## src/sv/assert_macros.svh

```systemverilog
// assertion macros used by the rtl file that carries checks
// no dependencies; plain concurrent assertions with a clock and an active-low reset
`ifndef ASSERT_MACROS_SVH
`define ASSERT_MACROS_SVH

// property must hold at every rising clock edge outside reset
`define ASSERT_AT(label, clk, rst_n, prop, msg) \
  label: assert property (@(posedge clk) disable iff (!(rst_n)) (prop)) else $error(msg);

// expression must never be true outside reset
`define ASSERT_NEVER(label, clk, rst_n, expr, msg) \
  `ASSERT_AT(label, clk, rst_n, !(expr), msg)

`endif

```

## src/sv/asrm_pkg.sv

```systemverilog
// shared types, constants and the init frame table of the three-wire spi master
// no dependencies
package asrm_pkg;

  localparam int unsigned NUM_CHIPS_DEF   = 4;
  localparam int unsigned MAX_CHIPS       = 8;
  localparam int unsigned QUEUE_DEPTH_DEF = 2;
  localparam int unsigned CS_W            = 4;
  localparam int unsigned FRAME_BITS      = 24;
  localparam int unsigned CMD_BITS        = 16;
  localparam int unsigned CNT_W           = 5;

  // instruction byte of a read frame (read flag set)
  localparam logic [7:0] READ_CMD_HI = 8'h80;

  // converter registers touched by the init sequences
  localparam logic [7:0] REG_POWER_MODES = 8'h08;
  localparam logic [7:0] REG_OUTPUT_MODE = 8'h14;
  localparam logic [7:0] REG_TRANSFER    = 8'hff;
  localparam logic [7:0] PWR_NORMAL      = 8'h00;
  localparam logic [7:0] PWR_DOWN        = 8'h01;
  localparam logic [7:0] OUT_MODE_VAL    = 8'h40;
  localparam logic [7:0] TRANSFER_GO     = 8'h01;

  // start request carried by an input beat
  typedef enum logic [1:0] {
    CMD_TICK  = 2'd0,
    CMD_WRITE = 2'd1,
    CMD_READ  = 2'd2,
    CMD_INIT  = 2'd3
  } cmd_e;

  // frame engine state
  typedef enum logic [1:0] {
    FR_IDLE  = 2'd0,
    FR_WRITE = 2'd1,
    FR_READ  = 2'd2,
    FR_GAP   = 2'd3
  } frame_e;

  // decoded beat as queued between front and back
  typedef struct packed {
    cmd_e                 kind;
    logic [7:0]           addr;
    logic [7:0]           data;
    logic [MAX_CHIPS-1:0] rd_sel;
    logic                 pnorm;
    logic                 din;
  } cmd_t;

  // one result beat
  typedef struct packed {
    logic [CS_W-1:0] cs_n;
    logic            sclk;
    logic            sdio_out;
    logic            sdio_drive;
    logic [7:0]      read_data;
    logic            read_done;
    logic            busy;
    logic            rejected;
  } res_t;

  // address and data of init frame idx; past the end, normal mode repeats the last entry and power down gives zero
  function automatic logic [15:0] init_frame(input logic normal, input logic [1:0] idx);
    logic [15:0] frame;
    if (normal) begin
      unique case (idx)
        2'd0:    frame = {REG_POWER_MODES, PWR_NORMAL};
        2'd1:    frame = {REG_OUTPUT_MODE, OUT_MODE_VAL};
        default: frame = {REG_TRANSFER, TRANSFER_GO};
      endcase
    end else begin
      unique case (idx)
        2'd0:    frame = {REG_POWER_MODES, PWR_DOWN};
        2'd1:    frame = {REG_TRANSFER, TRANSFER_GO};
        default: frame = 16'h0000;
      endcase
    end
    return frame;
  endfunction

endpackage

```

## src/sv/adc_spi_register_master.sv

```systemverilog
// top level of the three-wire spi master for the converter chips
// depends on asrm_pkg, asrm_front, asrm_fifo, asrm_back, assert_macros.svh
//
//   channel  | handshake             | beat
//   ---------+-----------------------+----------------------------------------------
//   input    | in_valid_i/in_stall_o | mode, reg_address, value, power_normal, sdio_in
//   output   | out_valid_o/out_stall_i | cs_n, sclk, sdio_out, sdio_drive, read_data,
//            |                       | read_done, busy_res, rejected
//
// one beat per cycle in and out while neither side stalls; each beat is one half phase of the serial clock
// a beat passes through the queue before its result is registered in the output register
// a queue of QUEUE_DEPTH beats lets the input side run while the output stalls
// reset is asynchronous and clears every control register at once, no clearing pass;
// queue entries and the result register carry data only and are not reset
`include "assert_macros.svh"

module adc_spi_register_master #(
  parameter int unsigned NUM_CHIPS   = asrm_pkg::NUM_CHIPS_DEF,
  parameter int unsigned QUEUE_DEPTH = asrm_pkg::QUEUE_DEPTH_DEF
) (
  input  logic       clk_i,
  input  logic       rst_ni,
  input  logic       in_valid_i,
  output logic       in_stall_o,
  input  logic [1:0] mode_i,
  input  logic [7:0] reg_address_i,
  input  logic [7:0] value_i,
  input  logic       power_normal_i,
  input  logic       sdio_in_i,
  output logic       out_valid_o,
  input  logic       out_stall_i,
  output logic [3:0] cs_n_o,
  output logic       sclk_o,
  output logic       sdio_out_o,
  output logic       sdio_drive_o,
  output logic [7:0] read_data_o,
  output logic       read_done_o,
  output logic       busy_res_o,
  output logic       rejected_o
);
  import asrm_pkg::*;

  logic q_full;
  logic push;
  logic pop;
  logic q_valid;
  cmd_t cmd_in;
  cmd_t cmd_q;
  res_t res;

  // decode of input beats
  asrm_front #(
    .NUM_CHIPS(NUM_CHIPS)
  ) u_front (
    .in_valid_i    (in_valid_i),
    .in_stall_o    (in_stall_o),
    .mode_i        (mode_i),
    .reg_address_i (reg_address_i),
    .value_i       (value_i),
    .power_normal_i(power_normal_i),
    .sdio_in_i     (sdio_in_i),
    .q_full_i      (q_full),
    .push_o        (push),
    .cmd_o         (cmd_in)
  );

  // queue between front and back
  asrm_fifo #(
    .DEPTH(QUEUE_DEPTH)
  ) u_fifo (
    .clk_i  (clk_i),
    .rst_ni (rst_ni),
    .push_i (push),
    .data_i (cmd_in),
    .pop_i  (pop),
    .full_o (q_full),
    .valid_o(q_valid),
    .data_o (cmd_q)
  );

  // frame engine and output register
  asrm_back #(
    .NUM_CHIPS(NUM_CHIPS)
  ) u_back (
    .clk_i      (clk_i),
    .rst_ni     (rst_ni),
    .q_valid_i  (q_valid),
    .cmd_i      (cmd_q),
    .pop_o      (pop),
    .out_valid_o(out_valid_o),
    .out_stall_i(out_stall_i),
    .res_o      (res)
  );

  // result beat onto the pins
  assign cs_n_o       = res.cs_n;
  assign sclk_o       = res.sclk;
  assign sdio_out_o   = res.sdio_out;
  assign sdio_drive_o = res.sdio_drive;
  assign read_data_o  = res.read_data;
  assign read_done_o  = res.read_done;
  assign busy_res_o   = res.busy;
  assign rejected_o   = res.rejected;

  // checks
  `ASSERT_AT(a_done_released, clk_i, rst_ni, out_valid_o && read_done_o |-> busy_res_o && !sdio_drive_o, "read done outside a released read phase")
  `ASSERT_AT(a_reject_busy, clk_i, rst_ni, out_valid_o && rejected_o |-> busy_res_o, "start rejected while idle")
  `ASSERT_AT(a_queue_drains, clk_i, rst_ni, q_valid && !out_stall_i |=> out_valid_o, "queued beat not played")
  `ASSERT_NEVER(a_sclk_idle, clk_i, rst_ni, out_valid_o && sclk_o && !busy_res_o, "serial clock high while idle")

endmodule

```

## src/sv/asrm_front.sv

```systemverilog
// front end: takes input beats, decodes the start request and chip number
// depends on asrm_pkg
module asrm_front #(
  parameter int unsigned NUM_CHIPS = asrm_pkg::NUM_CHIPS_DEF
) (
  input  logic              in_valid_i,
  output logic              in_stall_o,
  input  logic [1:0]        mode_i,
  input  logic [7:0]        reg_address_i,
  input  logic [7:0]        value_i,
  input  logic              power_normal_i,
  input  logic              sdio_in_i,
  input  logic              q_full_i,
  output logic              push_o,
  output asrm_pkg::cmd_t    cmd_o
);
  import asrm_pkg::*;

  logic [MAX_CHIPS-1:0] rd_sel;

  // chip number 1..NUM_CHIPS to one-hot select, anything else selects none
  always_comb begin
    for (int k = 0; k < MAX_CHIPS; k++) begin
      rd_sel[k] = (k < NUM_CHIPS) && (value_i == 8'(k + 1));
    end
  end

  // beat enters the queue whenever there is room
  assign in_stall_o = q_full_i;
  assign push_o     = in_valid_i && !q_full_i;

  always_comb begin
    cmd_o.kind   = cmd_e'(mode_i);
    cmd_o.addr   = reg_address_i;
    cmd_o.data   = value_i;
    cmd_o.rd_sel = rd_sel;
    cmd_o.pnorm  = power_normal_i;
    cmd_o.din    = sdio_in_i;
  end

endmodule

```

## src/sv/asrm_fifo.sv

```systemverilog
// short queue of decoded beats between front and back
// depends on asrm_pkg
module asrm_fifo #(
  parameter int unsigned DEPTH = asrm_pkg::QUEUE_DEPTH_DEF
) (
  input  logic           clk_i,
  input  logic           rst_ni,
  input  logic           push_i,
  input  asrm_pkg::cmd_t data_i,
  input  logic           pop_i,
  output logic           full_o,
  output logic           valid_o,
  output asrm_pkg::cmd_t data_o
);
  import asrm_pkg::*;

  localparam int unsigned PtrW = (DEPTH > 1) ? $clog2(DEPTH) : 1;
  localparam int unsigned CntW = $clog2(DEPTH + 1);

  cmd_t            mem_q [DEPTH];
  logic [PtrW-1:0] wr_ptr_q, wr_ptr_d;
  logic [PtrW-1:0] rd_ptr_q, rd_ptr_d;
  logic [CntW-1:0] count_q, count_d;

  assign full_o  = (count_q == CntW'(DEPTH));
  assign valid_o = (count_q != '0);
  assign data_o  = mem_q[rd_ptr_q];

  // pointer wrap and fill count
  always_comb begin
    wr_ptr_d = wr_ptr_q;
    rd_ptr_d = rd_ptr_q;
    if (push_i) begin
      wr_ptr_d = (wr_ptr_q == PtrW'(DEPTH - 1)) ? '0 : wr_ptr_q + 1'b1;
    end
    if (pop_i) begin
      rd_ptr_d = (rd_ptr_q == PtrW'(DEPTH - 1)) ? '0 : rd_ptr_q + 1'b1;
    end
    count_d = count_q + CntW'(push_i) - CntW'(pop_i);
  end

  always_ff @(posedge clk_i or negedge rst_ni) begin
    if (!rst_ni) begin
      wr_ptr_q <= '0;
      rd_ptr_q <= '0;
      count_q  <= '0;
    end else begin
      wr_ptr_q <= wr_ptr_d;
      rd_ptr_q <= rd_ptr_d;
      count_q  <= count_d;
    end
  end

  // entry storage
  always_ff @(posedge clk_i) begin
    if (push_i) begin
      mem_q[wr_ptr_q] <= data_i;
    end
  end

endmodule

```

## src/sv/asrm_back.sv

```systemverilog
// back end: frame engine that plays one phase per queued beat, plus the output register
// depends on asrm_pkg
module asrm_back #(
  parameter int unsigned NUM_CHIPS = asrm_pkg::NUM_CHIPS_DEF
) (
  input  logic           clk_i,
  input  logic           rst_ni,
  input  logic           q_valid_i,
  input  asrm_pkg::cmd_t cmd_i,
  output logic           pop_o,
  output logic           out_valid_o,
  input  logic           out_stall_i,
  output asrm_pkg::res_t res_o
);
  import asrm_pkg::*;

  localparam int unsigned SelExtW = (NUM_CHIPS > CS_W) ? NUM_CHIPS : CS_W;

  frame_e               kind_q, kind_d;
  logic [23:0]          shift_q, shift_d;
  logic [7:0]           shift_in_q, shift_in_d;
  logic [CNT_W-1:0]     cnt_q, cnt_d;
  logic                 phase_q, phase_d;
  logic [NUM_CHIPS-1:0] sel_q, sel_d;
  logic [1:0]           step_q, step_d;
  logic                 normal_q, normal_d;
  logic                 out_valid_q;
  res_t                 res_q, res_d;
  logic                 fire;
  logic                 inbit;
  logic [1:0]           idx;
  logic [SelExtW-1:0]   sel_ext;

  // one beat is played when the output register can take its result
  assign fire        = q_valid_i && (!out_valid_q || !out_stall_i);
  assign pop_o       = fire;
  assign out_valid_o = out_valid_q;
  assign res_o       = res_q;

  // state registers
  always_ff @(posedge clk_i or negedge rst_ni) begin
    if (!rst_ni) begin
      kind_q     <= FR_IDLE;
      shift_q    <= '0;
      shift_in_q <= '0;
      cnt_q      <= '0;
      phase_q    <= 1'b0;
      sel_q      <= '0;
      step_q     <= '0;
      normal_q   <= 1'b0;
    end else if (fire) begin
      kind_q     <= kind_d;
      shift_q    <= shift_d;
      shift_in_q <= shift_in_d;
      cnt_q      <= cnt_d;
      phase_q    <= phase_d;
      sel_q      <= sel_d;
      step_q     <= step_d;
      normal_q   <= normal_d;
    end
  end

  // next state and result of one phase
  always_comb begin
    kind_d     = kind_q;
    shift_d    = shift_q;
    shift_in_d = shift_in_q;
    cnt_d      = cnt_q;
    phase_d    = phase_q;
    sel_d      = sel_q;
    step_d     = step_q;
    normal_d   = normal_q;
    inbit      = 1'b0;
    idx        = '0;
    sel_ext    = '0;
    res_d      = '{cs_n: '1, sclk: 1'b0, sdio_out: 1'b0, sdio_drive: 1'b1,
                   read_data: '0, read_done: 1'b0, busy: 1'b0, rejected: 1'b0};

    // start request, honored only from idle
    if (cmd_i.kind != CMD_TICK) begin
      if (kind_q != FR_IDLE) begin
        res_d.rejected = 1'b1;
      end else begin
        unique case (cmd_i.kind)
          CMD_WRITE: begin
            step_d  = '0;
            shift_d = {8'h00, cmd_i.addr, cmd_i.data};
            sel_d   = '1;
            kind_d  = FR_WRITE;
            cnt_d   = '0;
            phase_d = 1'b0;
          end
          CMD_READ: begin
            step_d  = '0;
            shift_d = {READ_CMD_HI, cmd_i.addr, 8'h00};
            sel_d   = cmd_i.rd_sel[NUM_CHIPS-1:0];
            kind_d  = FR_READ;
            cnt_d   = '0;
            phase_d = 1'b0;
          end
          CMD_INIT: begin
            normal_d = cmd_i.pnorm;
            step_d   = cmd_i.pnorm ? 2'd2 : 2'd1;
            shift_d  = {8'h00, init_frame(cmd_i.pnorm, 2'd0)};
            sel_d    = '1;
            kind_d   = FR_WRITE;
            cnt_d    = '0;
            phase_d  = 1'b0;
          end
          CMD_TICK: begin
          end
        endcase
      end
    end

    // phase of the current frame
    unique case (kind_d)
      FR_IDLE: begin
      end
      FR_GAP: begin
        // chip select stays high this phase while the next init frame loads
        res_d.busy = 1'b1;
        idx        = (normal_d ? 2'd3 : 2'd2) - step_d;
        shift_d    = {8'h00, init_frame(normal_d, idx)};
        sel_d      = '1;
        kind_d     = FR_WRITE;
        cnt_d      = '0;
        phase_d    = 1'b0;
        step_d     = step_d - 2'd1;
      end
      FR_WRITE, FR_READ: begin
        inbit            = (kind_d == FR_READ) && (cnt_d >= CNT_W'(CMD_BITS));
        sel_ext          = SelExtW'(sel_d);
        res_d.busy       = 1'b1;
        res_d.cs_n       = ~sel_ext[CS_W-1:0];
        res_d.sclk       = phase_d;
        res_d.sdio_drive = !inbit;
        res_d.sdio_out   = inbit ? 1'b0 : shift_d[23];
        if (!phase_d) begin
          phase_d = 1'b1;
        end else begin
          // rising edge: sample on read bits, advance the bit
          if (inbit) begin
            shift_in_d = {shift_in_d[6:0], cmd_i.din};
          end
          shift_d = {shift_d[22:0], 1'b0};
          cnt_d   = cnt_d + 1'b1;
          phase_d = 1'b0;
          if (cnt_d >= CNT_W'(FRAME_BITS)) begin
            cnt_d = '0;
            if (kind_d == FR_READ) begin
              res_d.read_done = 1'b1;
              res_d.read_data = shift_in_d;
              kind_d          = FR_IDLE;
              sel_d           = '0;
            end else if (step_d != '0) begin
              kind_d = FR_GAP;
            end else begin
              kind_d = FR_IDLE;
              sel_d  = '0;
            end
          end
        end
      end
    endcase
  end

  // output register
  always_ff @(posedge clk_i or negedge rst_ni) begin
    if (!rst_ni) begin
      out_valid_q <= 1'b0;
    end else if (fire) begin
      out_valid_q <= 1'b1;
    end else if (!out_stall_i) begin
      out_valid_q <= 1'b0;
    end
  end

  always_ff @(posedge clk_i) begin
    if (fire) begin
      res_q <= res_d;
    end
  end

endmodule

```

## config.mk

```make
export PLATFORM = sky130hd
export DESIGN_NAME = adc_spi_register_master
export DESIGN_NICKNAME = d
export VERILOG_FILES = /design/src/sv/asrm_pkg.sv /design/src/sv/adc_spi_register_master.sv /design/src/sv/asrm_front.sv /design/src/sv/asrm_fifo.sv /design/src/sv/asrm_back.sv
export VERILOG_INCLUDE_DIRS = /design/src /design/src/sv
export SDC_FILE = /design/constraint.sdc
export NUM_CORES = 1
export LEC_CHECK = 0
export ABC_AREA = 0
export BUFFER_PORTS_ARGS = -buffer_cell sky130_fd_sc_hd__buf_2
export CAP_MARGIN = 20
export CORE_MARGIN = 3
export CORE_UTILIZATION = 40
export DETAILED_ROUTE_END_ITERATION = 8
export GPL_ROUTABILITY_DRIVEN = 0
export PLACE_DENSITY = 0.6
export SETUP_SLACK_MARGIN = 0.05
export SYNTH_ARGS = -nofsm -noshare
export SYNTH_HDL_FRONTEND = slang
export SYNTH_SLANG_ARGS = --single-unit
```

## constraint.sdc

```tcl
create_clock -name clk_i -period 3.75 [get_ports clk_i]
set_input_delay 0.5625 -clock clk_i [delete_from_list [all_inputs] [get_ports clk_i]]
set_output_delay 0.5625 -clock clk_i [all_outputs]
set_load 0.02 [all_outputs]
```

==> summary.md <==
| Metric | Value |
|---|---|
| Post-layout worst setup margin | `538 ps` |
| Number of global-route vias before repair | `about 4000` |
| Mapped Avg Cell Area | `about 12 um^2` |
| Post-synth EDFFs | `66` |
| Largest net degree at the start of global routing | `28` |
| Inst Count DP | `665` |
| Worst-Margin Slew | `between 900 and 1000 ps` |
| DR pass1 iterations | `6` |
| Reg-to-Reg Start | `u_fifo.rd_ptr_q` |
| Synthesized Nets | `~490` |
| Ports | `44` |
| Pre-CTS setup slack | `approximately 580 ps` |
| Reg-to-reg setup timing slack | `approximately 540 ps` |
| Crit Reg-Reg Endpoint | `u_back.res_o[3]` |
| Clk pwr share | `roughly 26%` |
| Remaining global-route overflow | `0` |
| HPWL Detailed | `about 8400 um` |
| CP arrival | `approximately 3500 ps` |
| Routed Antenna Nets | `0` |
| Layout area overhead | `18.9%` |
| Crit path buf inv count | `2` |
| Most common cell in the netlist | `edfxtp_1` |
| FP Rows | `roughly 40` |
| Post-cts gate resize count | `0` |
| Clock sink count | `118` |
| Number of H-tree levels | `4` |
| Initial antenna violation count | `0` |
| Final Hold Vio Count | `0` |
| RSZ-0062 raised after global routing | `no` |
| Synth Area in Compound Gates | `15.4%` |
| Via density per instance | `about 5.6` |
| Peak supply drop | `0.380 mV` |
| Post-synthesis xor/xnor area fraction | `about 1.4%` |
| Crit-path max cell delay | `between 400 and 500 ps` |
| Post-CTS Hold Buffers | `0` |
| Tot Pwr | `5.72 mW` |
| Critical path required time | `~4000 ps` |
| Syn Inst Count | `453` |
| Starting Density | `approximately two fifths` |
| # diodes | `0` |
| Yosys top cell area share | `about 37%` |
| Ys async rst share | `44.1%` |
| Syn. warnings | `0` |
| Outcome | `finished clean` |
| CTS buffer count | `17` |
| Synth top cells by count | `edfxtp_1, nand2_1, dfrtp_1` |
| Top FF cell, synth | `edfxtp_1` |
| Placed Area | `between 0.005 and 0.006 mm^2` |
| Net Sw Frac | `between 30% and 40%` |
| Combinational cell fraction of total power | `39.2%` |
| Worst R2R Path Depth | `11` |
| Adder-Cell Fraction of Synth Area | `approximately 2.1%` |
| Syn Std Cell Area | `around 0.0054 mm^2` |
| Synth top area cells | `edfxtp_1, dfrtp_1, nand2_1, mux2i_1, mux2_2` |
| GR Util All Layers | `between 10% and 20%` |
| Crit Path Max Fanout | `9` |
| Routed WL per cell | `between 15 and 20 um` |
| Sw power | `roughly 2.2 mW` |
| Die ar. | `between 0.015 and 0.02 mm^2` |
| Tmin final | `approximately 3200 ps` |
| Fin cells | `697` |
| First-pass GRT wire length | `20200 um` |
| Clk buf depth | `2` |
| Post-synthesis sequential area ratio | `60.5%` |
| CP startpoint kind | `register` |
| Yosys top cell by area | `edfxtp_1` |
| Fmax | `approximately 310 MHz` |
| Worst Skew | `5.43 ps` |
| Layout Nets | `545` |
| Setup crit end kind | `register` |
| Post-layout util | `roughly half` |
| Vert. Die Dim | `123 um` |
| PwrDens | `between 800 and 900 mW/mm^2` |
| Remaining DRCs | `0` |
| Leakage power | `2.62 nW` |
| Seq cells post-synth | `~120` |
| Post-synthesis mux area share | `6.89%` |
| Worst-path cell chain | `nor3b_1 -> buf_4 -> or3_1 -> and2_1 -> ha_1 -> o21ai_0 -> a22oi_1 -> o21ai_0 -> buf_4 -> nand4_1 -> a211oi_1` |
| Port Buffer Count | `43` |
| Detailed-route via count | `between 3000 and 4000` |
| Core ar. | `roughly 0.013 mm^2` |
| Reg clk slew, reported paths | `50 ps` |
| Post-route setup TNS | `0 ps` |
| Combinational family with the most area after synthesis | `compound AO/OA/AOI/OAI gates` |
| Root Buffer | `clkbuf_16` |
| Sequential power share | `35.0%` |
| Share of cells above drive strength 1 | `between 20 and 25%` |
| Slew Limit Fails | `0` |
| Setup-failing EPs final | `0` |
| Total Wirelength | `between 10000 and 15000 um` |
| Worst-skew pair later-pin latency | `410 ps` |
| Internal power | `between 3 and 4 mW` |
| Slew headroom | `a little under two fifths` |
| Post-synthesis simple-gate area fraction | `approximately 11%` |
| Top delay family on crit path | `simple AND/OR/NAND/NOR gates` |
| Post-CTS Setup Bufs | `0` |
| CTS tree | `built` |
| Slowest-stage cell, CP | `dfrtp_1` |
| Fin Hold WS | `around 190 ps` |
| Final instance area | `between 0.006 and 0.007 mm^2` |
| Detailed Route Iter0 Violations | `256` |
| Die width | `between 100 and 150 um` |
| HP Class | `input pin to asynchronous set/reset pin` |
| Maxcap violations | `0` |
| Stages on worst setup path | `11` |
| Setup Crit Path Kind | `register to register` |
| Final period util | `85.7%` |
| Synth unique cells | `between 50 and 60` |
-- area by class of cell --
type	instances	area, um^2
Inverter	15	56.3
Multi-Input combinational cell	302	2010
Fill cell	1158	6470
Sequential cell	118	3280
Clock inverter	4	20.0
Clock buffer	28	527
Tap cell	172	215
Timing Repair Buffer	58	348
-- worst reg2reg max path, delay by kind of cell (launching register included) --
kind                       cells  cell delay, ps
adders and majority gates      1             250
AOI/OAI and AO/OA              4             880
and+or+nand+nor                4            1110
DFF                            1             480
buffers and inverters          2             320
-- cells in the final DEF (no fill, tap or decap), types with 14 or more instances in the layout --
master / n
a21oi_1: 29
mux2i_1: 18
nor2_1: 36
mux2_2: 16
nand2_1: 54
edfxtp_1: 66
dfrtp_1: 52
o21ai_0: 22
buf_2: 43
buf_4: 14
clkbuf_16: 17
-- worst max path at each step --
stage	from	end	slack (ps)
final	u_fifo.rd_ptr_q	u_back.res_o[3]	540
after global routing	u_fifo.rd_ptr_q	u_back.res_o[3]	200
after CTS	u_fifo.rd_ptr_q	u_back.res_o[3]	550
after detailed placement	u_fifo.rd_ptr_q	u_back.res_o[3]	580
after global placement	u_fifo.rd_ptr_q	u_back.shift_q[14]	620
after floorplan	u_back.kind_q[1]	u_back.res_o[3]	420
-- registers in the layout (all words and copies together), names as in the netlist, 4 cells and up --
register / flops
u_fifo.mem_q: 48
u_back.shift_q: 24
u_back.res_o: 18
u_back.shift_in_q: 8
u_back.cnt_q: 5
u_back.sel_q: 4
-- power groups by stage --
| stage | combinational (mW) | clock (mW) | sequential, mW |
|---|---|---|---|
| after global routing | 2.47 | 1.57 | 2.04 |
| after CTS | 2.24 | 1.51 | 2.00 |
| after global placement | 2.17 | 0 | 2.01 |
| after floorplan | 1.51 | 0 | 2.06 |
| after detailed placement | 2.23 | 0 | 2.02 |
| final | 2.25 | 1.48 | 2.00 |
-- layer usage --
| metal | share of wire, % | track usage, % | wire length [um] |
|---|---|---|---|
| met1 | 43 | 22.7 | 5360 |
| met2 | 50 | 28.3 | 6140 |
| met3 | 5.0 | 4.98 | 619 |
| met4 | 2.1 | 7.70 | 261 |
| met5 | 0 | 0 | 0 |
-- cells by family (layout without fill, tap and decap cells) --
| logic type | after synthesis | after routing |
|---|---|---|
| buf+inv | 33 | 105 |
| xor+xnor | 8 | 8 |
| mux | 35 | 35 |
| flops | 118 | 118 |
| fa+ha+maj | 9 | 9 |
| simple gates | 130 | 130 |
| compound gates | 120 | 120 |
Power figures use the tool's default switching activity.
